`src/rtl/core/tlx_pkg.sv`:
```
package tlx_pkg;

   // offsets are tracked at this width and reported as their low 16 bits
   localparam int OFFSET_BITS = 16;
   localparam int OUT_BITS    = 16;
   localparam logic [OFFSET_BITS-1:0] OFF_MAX = {OFFSET_BITS{1'b1}};

   // token queue between front and back, a power of two
   localparam int QUEUE_DEPTH = 4;
   localparam int PTR_BITS    = $clog2(QUEUE_DEPTH);

   localparam logic [4:0] K_EOF        = 5'd0;
   localparam logic [4:0] K_ERROR      = 5'd1;
   localparam logic [4:0] K_IDENT      = 5'd2;
   localparam logic [4:0] K_NUMBER     = 5'd3;
   localparam logic [4:0] K_STRING     = 5'd4;
   localparam logic [4:0] K_LPAREN     = 5'd5;
   localparam logic [4:0] K_RPAREN     = 5'd6;
   localparam logic [4:0] K_PLUS       = 5'd7;
   localparam logic [4:0] K_STAR       = 5'd8;
   localparam logic [4:0] K_SLASH      = 5'd9;
   localparam logic [4:0] K_DOT        = 5'd10;
   localparam logic [4:0] K_COMMA      = 5'd11;
   localparam logic [4:0] K_MINUS      = 5'd12;
   localparam logic [4:0] K_ARROW_R    = 5'd13;
   localparam logic [4:0] K_ARROW_L    = 5'd14;
   localparam logic [4:0] K_LESS       = 5'd15;
   localparam logic [4:0] K_LESS_EQ    = 5'd16;
   localparam logic [4:0] K_GREATER    = 5'd17;
   localparam logic [4:0] K_GREATER_EQ = 5'd18;
   localparam logic [4:0] K_EQUAL      = 5'd19;
   localparam logic [4:0] K_EQUAL_EQ   = 5'd20;
   localparam logic [4:0] K_TRUE       = 5'd21;
   localparam logic [4:0] K_FALSE      = 5'd22;
   localparam logic [4:0] K_FUNC       = 5'd23;

   typedef struct packed {
      logic [4:0]          kind;
      logic [OUT_BITS-1:0] start_pos;
      logic [OUT_BITS-1:0] end_pos;
   } token_type;

   // one queue entry holds the one or two tokens a single beat produced
   typedef struct packed {
      logic      two;
      token_type first;
      token_type second;
   } entry_type;

   typedef struct packed {
      logic empty;
      logic full;
   } queue_status_type;

   function automatic logic [OUT_BITS-1:0] to_out(input logic [OFFSET_BITS-1:0] off);
      logic [OFFSET_BITS+OUT_BITS-1:0] ext;
      begin
         ext = {{OUT_BITS{1'b0}}, off};
         return ext[OUT_BITS-1:0];
      end
   endfunction

endpackage

```
`src/rtl/core/tlx_front.sv`:
```
module tlx_front
   import tlx_pkg::*;
(
   input  logic             clock,
   input  logic             reset,
   input  logic             req_tvalid,
   output logic             req_tready,
   input  logic             req_tuser,
   input  logic [7:0]       req_tdata,
   input  queue_status_type q_status,
   output logic             push,
   output entry_type        push_entry
);

   localparam logic [2:0] M_IDLE    = 3'd0;
   localparam logic [2:0] M_IDENT   = 3'd1;
   localparam logic [2:0] M_NUMBER  = 3'd2;
   localparam logic [2:0] M_STRING  = 3'd3;
   localparam logic [2:0] M_MINUS   = 3'd4;
   localparam logic [2:0] M_LESS    = 3'd5;
   localparam logic [2:0] M_GREATER = 3'd6;
   localparam logic [2:0] M_EQUAL   = 3'd7;

   localparam logic [3:0] KW_NONE  = 4'd0;
   localparam logic [3:0] KW_F     = 4'd1;
   localparam logic [3:0] KW_FA    = 4'd2;
   localparam logic [3:0] KW_FAL   = 4'd3;
   localparam logic [3:0] KW_FALS  = 4'd4;
   localparam logic [3:0] KW_FALSE = 4'd5;
   localparam logic [3:0] KW_FU    = 4'd6;
   localparam logic [3:0] KW_FUN   = 4'd7;
   localparam logic [3:0] KW_FUNC  = 4'd8;
   localparam logic [3:0] KW_T     = 4'd9;
   localparam logic [3:0] KW_TR    = 4'd10;
   localparam logic [3:0] KW_TRU   = 4'd11;
   localparam logic [3:0] KW_TRUE  = 4'd12;

   localparam logic [7:0] CH_SPACE  = 8'h20;
   localparam logic [7:0] CH_TAB    = 8'h09;
   localparam logic [7:0] CH_LF     = 8'h0A;
   localparam logic [7:0] CH_VT     = 8'h0B;
   localparam logic [7:0] CH_FF     = 8'h0C;
   localparam logic [7:0] CH_CR     = 8'h0D;
   localparam logic [7:0] CH_QUOTE  = 8'h22;
   localparam logic [7:0] CH_LPAREN = 8'h28;
   localparam logic [7:0] CH_RPAREN = 8'h29;
   localparam logic [7:0] CH_STAR   = 8'h2A;
   localparam logic [7:0] CH_PLUS   = 8'h2B;
   localparam logic [7:0] CH_COMMA  = 8'h2C;
   localparam logic [7:0] CH_MINUS  = 8'h2D;
   localparam logic [7:0] CH_DOT    = 8'h2E;
   localparam logic [7:0] CH_SLASH  = 8'h2F;
   localparam logic [7:0] CH_LESS   = 8'h3C;
   localparam logic [7:0] CH_EQUAL  = 8'h3D;
   localparam logic [7:0] CH_GREAT  = 8'h3E;
   localparam logic [7:0] CH_UNDER  = 8'h5F;
   localparam logic [7:0] CH_A      = 8'h61;
   localparam logic [7:0] CH_C      = 8'h63;
   localparam logic [7:0] CH_E      = 8'h65;
   localparam logic [7:0] CH_F      = 8'h66;
   localparam logic [7:0] CH_L      = 8'h6C;
   localparam logic [7:0] CH_N      = 8'h6E;
   localparam logic [7:0] CH_R      = 8'h72;
   localparam logic [7:0] CH_S      = 8'h73;
   localparam logic [7:0] CH_T      = 8'h74;
   localparam logic [7:0] CH_U      = 8'h75;

   function automatic logic is_letter(input logic [7:0] c);
      return (c >= 8'h61 && c <= 8'h7A) || (c >= 8'h41 && c <= 8'h5A) || c == CH_UNDER;
   endfunction

   function automatic logic is_numeral(input logic [7:0] c);
      return c >= 8'h30 && c <= 8'h39;
   endfunction

   function automatic logic [3:0] kw_next(input logic [3:0] kp, input logic [7:0] c);
      logic [3:0] r;
      begin
         r = KW_NONE;
         unique case (kp)
            KW_F:    r = (c == CH_A) ? KW_FA : ((c == CH_U) ? KW_FU : KW_NONE);
            KW_FA:   r = (c == CH_L) ? KW_FAL : KW_NONE;
            KW_FAL:  r = (c == CH_S) ? KW_FALS : KW_NONE;
            KW_FALS: r = (c == CH_E) ? KW_FALSE : KW_NONE;
            KW_FU:   r = (c == CH_N) ? KW_FUN : KW_NONE;
            KW_FUN:  r = (c == CH_C) ? KW_FUNC : KW_NONE;
            KW_T:    r = (c == CH_R) ? KW_TR : KW_NONE;
            KW_TR:   r = (c == CH_U) ? KW_TRU : KW_NONE;
            KW_TRU:  r = (c == CH_E) ? KW_TRUE : KW_NONE;
            default: r = KW_NONE;
         endcase
         return r;
      end
   endfunction

   logic [2:0]             mode_ff, mode_in;
   logic [OFFSET_BITS-1:0] begin_ff, begin_in;
   logic [OFFSET_BITS-1:0] pos_ff, pos_in;
   logic [3:0]             kw_ff, kw_in;

   logic                   accept;
   logic [OFFSET_BITS-1:0] pos_next;
   logic                   pend_v;
   logic [4:0]             pend_kind;
   logic                   fl_v, pr_v, consumed;
   token_type              fl_tok, pr_tok;

   assign req_tready = !q_status.full;
   assign accept     = req_tvalid && req_tready;
   assign pos_next   = (pos_ff == OFF_MAX) ? pos_ff : pos_ff + OFFSET_BITS'(1);
   assign pend_v     = mode_ff != M_IDLE;

   // kind of the pending token if it is closed now
   always_comb begin
      pend_kind = K_EOF;
      unique case (mode_ff)
         M_IDENT: begin
            priority if (kw_ff == KW_FALSE) pend_kind = K_FALSE;
            else if (kw_ff == KW_FUNC) pend_kind = K_FUNC;
            else if (kw_ff == KW_TRUE) pend_kind = K_TRUE;
            else pend_kind = K_IDENT;
         end
         M_NUMBER:  pend_kind = K_NUMBER;
         M_STRING:  pend_kind = K_ERROR;
         M_MINUS:   pend_kind = K_MINUS;
         M_LESS:    pend_kind = K_LESS;
         M_GREATER: pend_kind = K_GREATER;
         M_EQUAL:   pend_kind = K_EQUAL;
         default:   pend_kind = K_EOF;
      endcase
   end

   always_comb begin
      mode_in  = mode_ff;
      begin_in = begin_ff;
      pos_in   = pos_ff;
      kw_in    = kw_ff;
      fl_v     = 1'b0;
      pr_v     = 1'b0;
      consumed = 1'b0;
      fl_tok   = '{kind: pend_kind, start_pos: to_out(begin_ff), end_pos: to_out(pos_ff)};
      pr_tok   = '{kind: K_EOF, start_pos: to_out(pos_ff), end_pos: to_out(pos_ff)};
      if (accept) begin
         if (req_tuser) begin
            // end of input: close pending token, then eof, then restart
            fl_v     = pend_v;
            pr_v     = 1'b1;
            mode_in  = M_IDLE;
            begin_in = '0;
            pos_in   = '0;
            kw_in    = KW_NONE;
         end else begin
            pr_tok.start_pos = to_out(begin_ff);
            pr_tok.end_pos   = to_out(pos_next);
            unique case (mode_ff)
               M_IDENT: begin
                  if (is_letter(req_tdata)) begin
                     consumed = 1'b1;
                     kw_in    = kw_next(kw_ff, req_tdata);
                  end
               end
               M_NUMBER: consumed = is_numeral(req_tdata);
               M_STRING: begin
                  consumed = 1'b1;
                  if (req_tdata == CH_QUOTE) begin
                     pr_v        = 1'b1;
                     pr_tok.kind = K_STRING;
                     mode_in     = M_IDLE;
                  end
               end
               M_MINUS: begin
                  if (req_tdata == CH_GREAT) begin
                     consumed    = 1'b1;
                     pr_v        = 1'b1;
                     pr_tok.kind = K_ARROW_R;
                     mode_in     = M_IDLE;
                  end
               end
               M_LESS: begin
                  if (req_tdata == CH_MINUS || req_tdata == CH_EQUAL) begin
                     consumed    = 1'b1;
                     pr_v        = 1'b1;
                     pr_tok.kind = (req_tdata == CH_MINUS) ? K_ARROW_L : K_LESS_EQ;
                     mode_in     = M_IDLE;
                  end
               end
               M_GREATER: begin
                  if (req_tdata == CH_EQUAL) begin
                     consumed    = 1'b1;
                     pr_v        = 1'b1;
                     pr_tok.kind = K_GREATER_EQ;
                     mode_in     = M_IDLE;
                  end
               end
               M_EQUAL: begin
                  if (req_tdata == CH_EQUAL) begin
                     consumed    = 1'b1;
                     pr_v        = 1'b1;
                     pr_tok.kind = K_EQUAL_EQ;
                     mode_in     = M_IDLE;
                  end
               end
               default: consumed = 1'b0;
            endcase

            if (!consumed) begin
               // close whatever is pending, then lex the byte from idle
               fl_v             = pend_v;
               mode_in          = M_IDLE;
               kw_in            = KW_NONE;
               pr_tok.start_pos = to_out(pos_ff);
               pr_tok.end_pos   = to_out(pos_next);
               unique case (req_tdata)
                  CH_SPACE, CH_TAB, CH_LF, CH_VT, CH_FF, CH_CR: pr_v = 1'b0;
                  CH_LPAREN: begin pr_v = 1'b1; pr_tok.kind = K_LPAREN; end
                  CH_RPAREN: begin pr_v = 1'b1; pr_tok.kind = K_RPAREN; end
                  CH_PLUS:   begin pr_v = 1'b1; pr_tok.kind = K_PLUS;   end
                  CH_STAR:   begin pr_v = 1'b1; pr_tok.kind = K_STAR;   end
                  CH_SLASH:  begin pr_v = 1'b1; pr_tok.kind = K_SLASH;  end
                  CH_DOT:    begin pr_v = 1'b1; pr_tok.kind = K_DOT;    end
                  CH_COMMA:  begin pr_v = 1'b1; pr_tok.kind = K_COMMA;  end
                  CH_QUOTE:  begin mode_in = M_STRING;  begin_in = pos_ff; end
                  CH_MINUS:  begin mode_in = M_MINUS;   begin_in = pos_ff; end
                  CH_LESS:   begin mode_in = M_LESS;    begin_in = pos_ff; end
                  CH_GREAT:  begin mode_in = M_GREATER; begin_in = pos_ff; end
                  CH_EQUAL:  begin mode_in = M_EQUAL;   begin_in = pos_ff; end
                  default: begin
                     priority if (is_letter(req_tdata)) begin
                        mode_in  = M_IDENT;
                        begin_in = pos_ff;
                        kw_in    = (req_tdata == CH_F) ? KW_F :
                                   ((req_tdata == CH_T) ? KW_T : KW_NONE);
                     end else if (is_numeral(req_tdata)) begin
                        mode_in  = M_NUMBER;
                        begin_in = pos_ff;
                     end else begin
                        pr_v        = 1'b1;
                        pr_tok.kind = K_ERROR;
                     end
                  end
               endcase
            end
            pos_in = pos_next;
         end
      end
   end

   // order the tokens: the closed pending token always goes first
   always_comb begin
      push              = fl_v || pr_v;
      push_entry.two    = fl_v && pr_v;
      push_entry.first  = fl_v ? fl_tok : pr_tok;
      push_entry.second = pr_tok;
   end

   always_ff @(posedge clock) begin
      if (reset) begin
         mode_ff  <= M_IDLE;
         begin_ff <= '0;
         pos_ff   <= '0;
         kw_ff    <= KW_NONE;
      end else begin
         mode_ff  <= mode_in;
         begin_ff <= begin_in;
         pos_ff   <= pos_in;
         kw_ff    <= kw_in;
      end
   end

endmodule

```
`src/rtl/core/tlx_queue.sv`:
```
module tlx_queue
   import tlx_pkg::*;
(
   input  logic             clock,
   input  logic             reset,
   input  logic             push,
   input  entry_type        push_entry,
   input  logic             pop,
   output entry_type        head_entry,
   output queue_status_type q_status
);

   entry_type           mem_ff [QUEUE_DEPTH];
   logic [PTR_BITS-1:0] wr_ptr_ff, wr_ptr_in;
   logic [PTR_BITS-1:0] rd_ptr_ff, rd_ptr_in;
   logic [PTR_BITS:0]   cnt_ff, cnt_in;
   logic                do_push, do_pop;

   assign q_status.empty = cnt_ff == '0;
   assign q_status.full  = cnt_ff == (PTR_BITS+1)'(QUEUE_DEPTH);
   assign do_push        = push && !q_status.full;
   assign do_pop         = pop && !q_status.empty;
   assign head_entry     = mem_ff[rd_ptr_ff];

   // pointers wrap on their own since the depth is a power of two
   always_comb begin
      wr_ptr_in = do_push ? wr_ptr_ff + PTR_BITS'(1) : wr_ptr_ff;
      rd_ptr_in = do_pop ? rd_ptr_ff + PTR_BITS'(1) : rd_ptr_ff;
      cnt_in    = cnt_ff + (PTR_BITS+1)'(do_push) - (PTR_BITS+1)'(do_pop);
   end

   always_ff @(posedge clock) begin
      if (do_push) begin
         mem_ff[wr_ptr_ff] <= push_entry;
      end
   end

   always_ff @(posedge clock) begin
      if (reset) begin
         wr_ptr_ff <= '0;
         rd_ptr_ff <= '0;
         cnt_ff    <= '0;
      end else begin
         wr_ptr_ff <= wr_ptr_in;
         rd_ptr_ff <= rd_ptr_in;
         cnt_ff    <= cnt_in;
      end
   end

endmodule

```
`src/rtl/core/tlx_back.sv`:
```
module tlx_back
   import tlx_pkg::*;
(
   input  logic                  clock,
   input  logic                  reset,
   input  entry_type             head_entry,
   input  queue_status_type      q_status,
   output logic                  pop,
   output logic                  rsp_tvalid,
   input  logic                  rsp_tready,
   output logic [4:0]            rsp_tuser,
   output logic [2*OUT_BITS-1:0] rsp_tdata,
   output logic                  rsp_tlast
);

   logic      second_ff, second_in;
   logic      beat;
   token_type cur;

   assign rsp_tvalid = !q_status.empty;
   assign beat       = rsp_tvalid && rsp_tready;
   assign cur        = second_ff ? head_entry.second : head_entry.first;
   assign rsp_tuser  = cur.kind;
   assign rsp_tdata  = {cur.end_pos, cur.start_pos};
   assign rsp_tlast  = second_ff || !head_entry.two;

   // a two-token entry leaves the queue only after its second beat
   always_comb begin
      pop       = beat && rsp_tlast;
      second_in = second_ff;
      if (beat) begin
         second_in = !rsp_tlast;
      end
   end

   always_ff @(posedge clock) begin
      if (reset) begin
         second_ff <= 1'b0;
      end else begin
         second_ff <= second_in;
      end
   end

endmodule

```
`src/rtl/core/token_lexer_core.sv`:
```
// channel   dir  handshake              payload
// req_      in   req_tvalid/req_tready  tuser: action, tdata: source_byte
// rsp_      out  rsp_tvalid/rsp_tready  tuser: token_kind, tdata: start, end; tlast: last
//
// one source byte per cycle is classified by the front unless the queue is full;
// closed tokens land in a four-entry queue; the back sends one token beat per cycle
// from the queue head while rsp_tready is high; a byte that closes two tokens takes
// two output beats, so the input keeps a rate of one per cycle until the queue fills,
// bounded by the output rate; tokens are registered in the queue before being sent
// reset is synchronous; it clears the lexer state, the offset and the queue
module token_lexer_core
   import tlx_pkg::*;
(
   input  logic                  clock,
   input  logic                  reset,
   input  logic                  req_tvalid,
   output logic                  req_tready,
   input  logic                  req_tuser,   // [0] action: 0 byte, 1 end of input
   input  logic [7:0]            req_tdata,   // [7:0] source_byte
   output logic                  rsp_tvalid,
   input  logic                  rsp_tready,
   output logic [4:0]            rsp_tuser,   // [4:0] token_kind
   output logic [2*OUT_BITS-1:0] rsp_tdata,   // [15:0] token_start, [31:16] token_end
   output logic                  rsp_tlast    // last token caused by one input beat
);

   // front to queue
   logic             push;
   entry_type        push_entry;
   // queue to back
   entry_type        head_entry;
   queue_status_type q_status;
   logic             pop;

   // front: lexer state machine, at most two tokens per byte
   tlx_front u_front (
      .clock      (clock),
      .reset      (reset),
      .req_tvalid (req_tvalid),
      .req_tready (req_tready),
      .req_tuser  (req_tuser),
      .req_tdata  (req_tdata),
      .q_status   (q_status),
      .push       (push),
      .push_entry (push_entry)
   );

   // short queue so each side can stall on its own
   tlx_queue u_queue (
      .clock      (clock),
      .reset      (reset),
      .push       (push),
      .push_entry (push_entry),
      .pop        (pop),
      .head_entry (head_entry),
      .q_status   (q_status)
   );

   // back: splits entries into single token beats
   tlx_back u_back (
      .clock      (clock),
      .reset      (reset),
      .head_entry (head_entry),
      .q_status   (q_status),
      .pop        (pop),
      .rsp_tvalid (rsp_tvalid),
      .rsp_tready (rsp_tready),
      .rsp_tuser  (rsp_tuser),
      .rsp_tdata  (rsp_tdata),
      .rsp_tlast  (rsp_tlast)
   );

`ifndef SYNTHESIS
   // eof always closes the run of tokens of its input beat
   a_eof_last: assert property (@(posedge clock) disable iff (reset)
      rsp_tvalid && rsp_tuser == K_EOF |-> rsp_tlast)
      else $error("eof token without tlast");

   // eof is an empty token
   a_eof_empty: assert property (@(posedge clock) disable iff (reset)
      rsp_tvalid && rsp_tuser == K_EOF |->
         rsp_tdata[OUT_BITS-1:0] == rsp_tdata[2*OUT_BITS-1:OUT_BITS])
      else $error("eof token with nonzero length");

   // with nothing queued the front must take input
   a_empty_ready: assert property (@(posedge clock) disable iff (reset)
      !rsp_tvalid |-> req_tready)
      else $error("input stalled while the queue is empty");

   // end of input accepted while the queue is empty shows up next cycle
   a_eof_next: assert property (@(posedge clock) disable iff (reset)
      req_tvalid && req_tready && req_tuser && !rsp_tvalid |=> rsp_tvalid)
      else $error("end of input produced no token");
`endif

endmodule
```
`config.mk`:
```
export PLATFORM = sky130hd
export DESIGN_NAME = token_lexer_core
export DESIGN_NICKNAME = d
export VERILOG_FILES = /design/src/rtl/core/tlx_pkg.sv /design/src/rtl/core/tlx_front.sv /design/src/rtl/core/tlx_queue.sv /design/src/rtl/core/tlx_back.sv /design/src/rtl/core/token_lexer_core.sv
export SDC_FILE = /design/constraint.sdc
export NUM_CORES = 1
export LEC_CHECK = 0
export ABC_AREA = 1
export BUFFER_PORTS_ARGS = -buffer_cell sky130_fd_sc_hd__buf_2
export CAP_MARGIN = 10
export CORE_AREA = 5 5 253 206
export DETAILED_ROUTE_END_ITERATION = 8
export DIE_AREA = 0 0 258 211
export SLEW_MARGIN = 20
export SYNTH_ARGS = -nofsm -noshare
export SYNTH_HDL_FRONTEND = slang
export SYNTH_SLANG_ARGS = --single-unit
export TNS_END_PERCENT = 20
```
`constraint.sdc`:
```
create_clock -name clock -period 6.5 [get_ports clock]
set_clock_uncertainty 0.1 [all_clocks]
set_input_delay 1.3 -clock clock [delete_from_list [all_inputs] [get_ports clock]]
set_output_delay 1.3 -clock clock [all_outputs]
set_load 0.02 [all_outputs]
```
==> results of run 1 <==
power breakdown:
| group | internal [mW] | switching [mW] | leakage, nW |
|---|---|---|---|
| logic | 0.453 | 1.23 | 2.51 |
| registers | 2.83 | 0.0926 | 3.12 |
| clock network | 1.21 | 0.824 | 0.562 |
through the flow:
stage	cells	instance area (sq um)	hold WS, ns
final	2238	17630	0.3662
after global routing	2238	17630	0.4076
after CTS	2238	17630	0.3687
after detailed placement	2175	16470	0.3601
after global placement	2175	16470	0.3431
after floorplan	1554	15600	0.3363
cell usage in the layout (no fill, tap or decap), types with 38 or more instances in the layout:
cell       instances
nor2_1           360
edfxtp_1         300
o21ai_0          211
nand2_1          178
inv_1             86
buf_2             52
dfxtp_1           47
nand3_1           42
o22ai_1           41
a31oi_1           39
clkbuf_16         38
worst max-delay path, stage by stage, from the launching register on:
cell     delay (ns)
dfxtp_2        0.34
buf_4          0.41
buf_4          0.54
o21ai_0        0.19
o22ai_1        0.21
nor2_1         0.06
a31oi_1        0.32
buf_2          0.24
registers in the layout, summed over array words and instances (netlist names), named ones only:
name	flops
u_back.second_ff	1
u_front.mode_ff	3
u_front.begin_ff	16
u_queue.rd_ptr_ff	2
u_front.kw_ff	4
u_queue.cnt_ff	3
u_queue.mem_ff	300
u_front.pos_ff	16
u_queue.wr_ptr_ff	2
cell families (layout without fill, tap and decap cells):
kind of cell / Yosys count / after routing
adders and majority gates: 8 / 8
AOI/OAI and AO/OA: 371 / 371
buffers and inverters: 181 / 228
and+or+nand+nor: 634 / 634
xor gates and xnor gates: 11 / 11
DFF: 349 / 349
area by class of cell:
type / instances / area (sq um)
clock buffers: 50 / 1016
flip-flops and latches: 349 / 9995
inverters: 95 / 360.3
repair buffers: 70 / 395.4
fillers: 4806 / 31600
well taps: 637 / 797.0
clock inverters: 13 / 152.6
multi-input cells: 1024 / 4918
layer usage:
metal,track usage [%],routed length [um],vias up
met1,19.70,18240,5385
met5,0,0,-
met2,22.60,17970,308
li1,-,-,5466
met4,2.742,556,0
met3,2.271,2063,45
path summary, 6_finish.rpt:
check | slack, ns | depth (start not counted) | end | from
setup reg to reg | 2.99 | 8 | u_queue.mem_ff[1][55] | u_queue.cnt_ff[1]
hold / removal | 0.37 | 2 | flip-flop | u_queue.rd_ptr_ff[1]
setup / recovery | 2.22 | 7 | rsp_tdata[1] | flip-flop
hold reg to reg | 0.37 | 2 | flip-flop | u_queue.rd_ptr_ff[1]
cell usage after synthesis (all sizes together) (6+ instances only):
library cell  instances  area, sq um
nor3                 16        80.08
nand4                13        81.33
clkbuf               60        226.5
o211ai                7        52.55
nor2                367         1415
xor2                 11        96.34
o21ai               245         1286
a31oi                39        244.0
ha                    7        87.58
a21boi                6        45.05
nand3                47        267.8
dfxtp                49        980.9
nand2               185        721.9
buf                  26        156.4
inv                  95        356.6
a21oi                30        150.1
edfxtp              300         9009
o22ai                41        256.5
==> summary.md, run 1 <==
| Metric | Value |
|---|---|
| Status | completed |
| Final antenna diode count | 0 |
| Adder-cell area share of the yosys netlist | 0.6897% |
| Largest net degree at the start of global routing | 99 |
| Final critical-path required period | 4.277 ns |
| RSZ-0062 raised after global routing | false |
| Clock buffer depth | 3 |
| Clk sinks | 349 |
| Post-synthesis sequential area ratio | 64.03% |
| DR pass1 iterations | 6 |
| Final setup violation count | 0 |
| Final Util | 35.82% |
| Worst VDD drop | 0.0001478 V |
| Antenna violations before repair | 0 |
| Crit-path max FO | 39 |
| Slew headroom | 35.21% |
| Setup Slack @ Placement | 2.106 ns |
| Core Rows | 73 |
| Final layout net count | 1,597 |
| Placer congestion estimate | 0.9365 |
| Async set or reset register ratio after synthesis | 0% |
| PortBufs | 52 |
| Die Y | 211 um |
| Syn Area/Cell | 10.04 sq um |
| Post-Synth Simple-Gate Area | 16.72% |
| Hold Crit Class | reg -> reg |
| Hold-fix buffers, CTS | 0 |
| Number of global-route vias before repair | 10,610 |
| Vias per cell | 5.006 |
| First-pass GRT wire length | 60,680 um |
| Post-synthesis mux area share | 0% |
| Initial core utilization | 31.69% |
| Dpl hpwl | 23,970 um |
| WL final | 38,830 um |
| Yosys reg bits | 349 |
| Pwr Total | 6.651 mW |
| Yosys cell types | 40 |
| Total number of vias | 11,200 |
| WL per Instance | 17.35 um |
| Core area | 49,230 sq um |
| FMAX | 0.2338 GHz |
| Worst endpoint required time | 5.10 ns |
| Die area | 54,440 sq um |
| Syn Nets | 1,575 |
| Post-synthesis xor/xnor area fraction | 0.6175% |
| Final hold vios | 0 |
| Die width | 258 um |
| Tightest Pin Transition | 0.9718 ns |
| DR iter-0 viols | 995 |
| Lkg Pwr | 6.194 nW |
| Total track usage | 13.82% |
| Setup bufs post-CTS | 0 |
| Crit share post-route | 65.81% |
| Worst skew pair latency | 0.53 ns |
| MaxCap Viol Count | 0 |
| Setup crit start kind | flip-flop |
| Ys Warns | 0 |
| Setup TNS | 0 ns |
| P per Cell Area | 377.2 nW/um^2 |
| Post_cts resized | 0 |
| Synth Cell Area | 15,600 sq um |
| Root buffer cell | clkbuf_16 |
| Num CTS Buffers | 36 |
| Complex-gate fraction of the synthesized area | 13.21% |
| Layout cell share with drive strength beyond 1 | 10.62% |
| Fin. max-slew vios | 0 |
| Largest family of logic cells by synthesized area | simple AND/OR/NAND/NOR gates |
| CTS tree | built |
| Remaining Overflow, GRT | 0 |
| DRC | 0 |
| Post-synth EDFFs | 300 |
| Critical path type | reg -> out |
| Crit. End Element | primary output |
| Crit path DAT | 2.88 ns |
| Setup ws final | 2.223 ns |
| Synth-to-Final Area Change | 13.02% |
| Post-route ant nets | 0 |
| Top Ports | 53 |
| H-tree levels | 2 |
| Cells after Synth | 1,554 |
| Primary FF master, synth | edfxtp_1 |
| Clk slew on worst S/H paths | 0.06 ns |
Power figures use the tool's default switching activity.
==> run 2, diff against run 1 <==
==> constraint.sdc (replaced) <==
create_clock -name clock -period 4.4 [get_ports clock]
set_clock_uncertainty 0.1 [all_clocks]
set_input_delay 0.88 -clock clock [delete_from_list [all_inputs] [get_ports clock]]
set_output_delay 0.88 -clock clock [all_outputs]
set_load 0.02 [all_outputs]
==> summary.md, run 2 (synthesis results as in run 1) <==
| Metric | Value |
|---|---|
| First-pass GRT wire length | 61,820 um |
| Worst endpoint required time | 3.42 ns |
| Number of global-route vias before repair | 10,810 |
| Die Y | 211 um |
| Setup Slack @ Placement | 0.7453 ns |
| Final antenna diode count | 0 |
| Clk slew on worst S/H paths | 0.06 ns |
| Die area | 54,440 sq um |
| Post_cts resized | 0 |
| H-tree levels | 2 |
| DR iter-0 viols | 1,019 |
| Hold Crit Class | reg -> reg |
| Regs by FF count | u_queue.mem_ff (300), u_front.begin_ff (16), u_front.pos_ff (16) |
| Largest net degree at the start of global routing | 79 |
| Most flops, register | u_queue.mem_ff |
| Final Non-Filler Cells | 2,247 |
| Crit path DAT | 2.78 ns |
| FF-to-FF End | u_queue.cnt_ff[2] |
| Core Rows | 73 |
| Setup bufs post-CTS | 0 |
| Total number of vias | 11,290 |
| CTS tree | built |
| Critical path type | reg -> out |
| RSZ-0062 raised after global routing | false |
| Clk sinks | 349 |
| Synth-to-Final Area Change | 13.53% |
| Worst VDD drop | 0.0002245 V |
| Setup ws final | 0.6421 ns |
| Inst Count DP | 2,182 |
| Fin. max-slew vios | 0 |
| Top Ports | 53 |
| Clock buffer depth | 3 |
| Core area | 49,230 sq um |
| Slew headroom | 41.33% |
| Post-route cell area | 17,710 sq um |
| PortBufs | 52 |
| Reg2Reg Depth | 10 |
| Layout cell share with drive strength beyond 1 | 11.30% |
| FF-to-FF setup slack | 1.19 ns |
| DRC | 0 |
| Crit-path max FO | 46 |
| Num CTS Buffers | 36 |
| Placer congestion estimate | 0.9258 |
| Final layout net count | 1,604 |
| Hold-fix buffers, CTS | 0 |
| Most common cell after layout, fill and taps aside | nor2_1 |
| Remaining Overflow, GRT | 0 |
| Antenna violations before repair | 0 |
| MaxCap Viol Count | 0 |
| Dpl hpwl | 24,370 um |
| Die width | 258 um |
| Final setup violation count | 0 |
| Dpl cell area | 16,570 sq um |
| Lkg Pwr | 6.244 nW |
| Max reg flops | 300 |
| Post-route ant nets | 0 |
| FMAX | 0.2661 GHz |
| Initial core utilization | 31.69% |
| Crit. End Element | primary output |
| Tightest Pin Transition | 0.8709 ns |
| Root buffer cell | clkbuf_16 |
| Final hold vios | 0 |
| Worst Min Path Start | u_queue.rd_ptr_ff[1] |
| Total track usage | 14.16% |
| Status | completed |
| Vias per cell | 5.025 |
| Worst skew pair latency | 0.53 ns |
| Final critical-path required period | 3.758 ns |
| DR pass1 iterations | 5 |
| Commonest non-fill, non-tap cells in the layout | nor2_1, edfxtp_1, o21ai_0 |
| Crit share post-route | 85.41% |
| WL final | 39,670 um |
| WL per Instance | 17.65 um |
| P per Cell Area | 554.2 nW/um^2 |
| Hold slack | 0.3659 ns |
| Hold Path Depth | 2 |
| Setup crit start kind | flip-flop |
==> run 2: cell types whose count changed in the layout (fill, tap and decap cells not counted), sizes merged <==
cell and change:
buf +7, inv +4, bufinv -2
==> run 2: worst max-delay path by stage <==
stage / cells past startpoint / start / slack (ns) / endpoint
final: 6 / flip-flop / 0.64 / rsp_tdata[1]
after global routing: 6 / flip-flop / 0.45 / rsp_tdata[1]
after CTS: 6 / flip-flop / 0.60 / rsp_tdata[1]
after detailed placement: 11 / req_tdata[0] / 0.75 / u_queue.mem_ff[3][22]
after global placement: 14 / req_tdata[7] / 0.78 / u_queue.mem_ff[3][53]
after floorplan: 12 / req_tdata[3] / -0.39 / u_queue.mem_ff[0][0]
==> run 2: report_power, final <==
part | leakage [nW] | internal (mW) | total [mW] | switching [mW]
registers | 3.12 | 4.18 | 4.36 | 0.176
logic | 2.56 | 0.703 | 2.51 | 1.81
clock network | 0.561 | 1.71 | 2.95 | 1.24
total | 6.24 | 6.60 | 9.82 | 3.22
==> run 2: critical path: stages, from the launching register on <==
cell,delay (ns)
dfxtp_4,0.73
buf_4,0.53
o21ai_0,0.17
o22ai_1,0.22
nor2_1,0.07
a31oi_1,0.29
buf_2,0.24
==> run 2: metrics by stage <==
stage	utilization (%)	TNS, ns	total power, mW
after floorplan	-	-115.92	6.082
after global placement	33.65	0	6.950
after detailed placement	33.65	0	6.988
after CTS	35.98	0	9.939
after global routing	35.98	0	10.36
final	35.98	0	9.816
==> run 2: final cells by class <==
type,count,area (sq um)
Sequential cell,349,9995
Tap cell,637,797.0
Multi-Input combinational cell,1024,4918
Inverter,95,359.1
Timing Repair Buffer,77,498.0
Clock buffer,50,1035
Clock inverter,15,111.4
Fill cell,4835,31520
==> run 2: metal layers <==
layer | global-route usage [%] | part of all wire [%] | vias up
met4 | 3.000 | 1.3 | 0
met2 | 22.99 | 46 | 262
met3 | 1.841 | 4.6 | 37
li1 | - | - | 5480
met5 | 0 | 0 | -
met1 | 20.54 | 48 | 5513
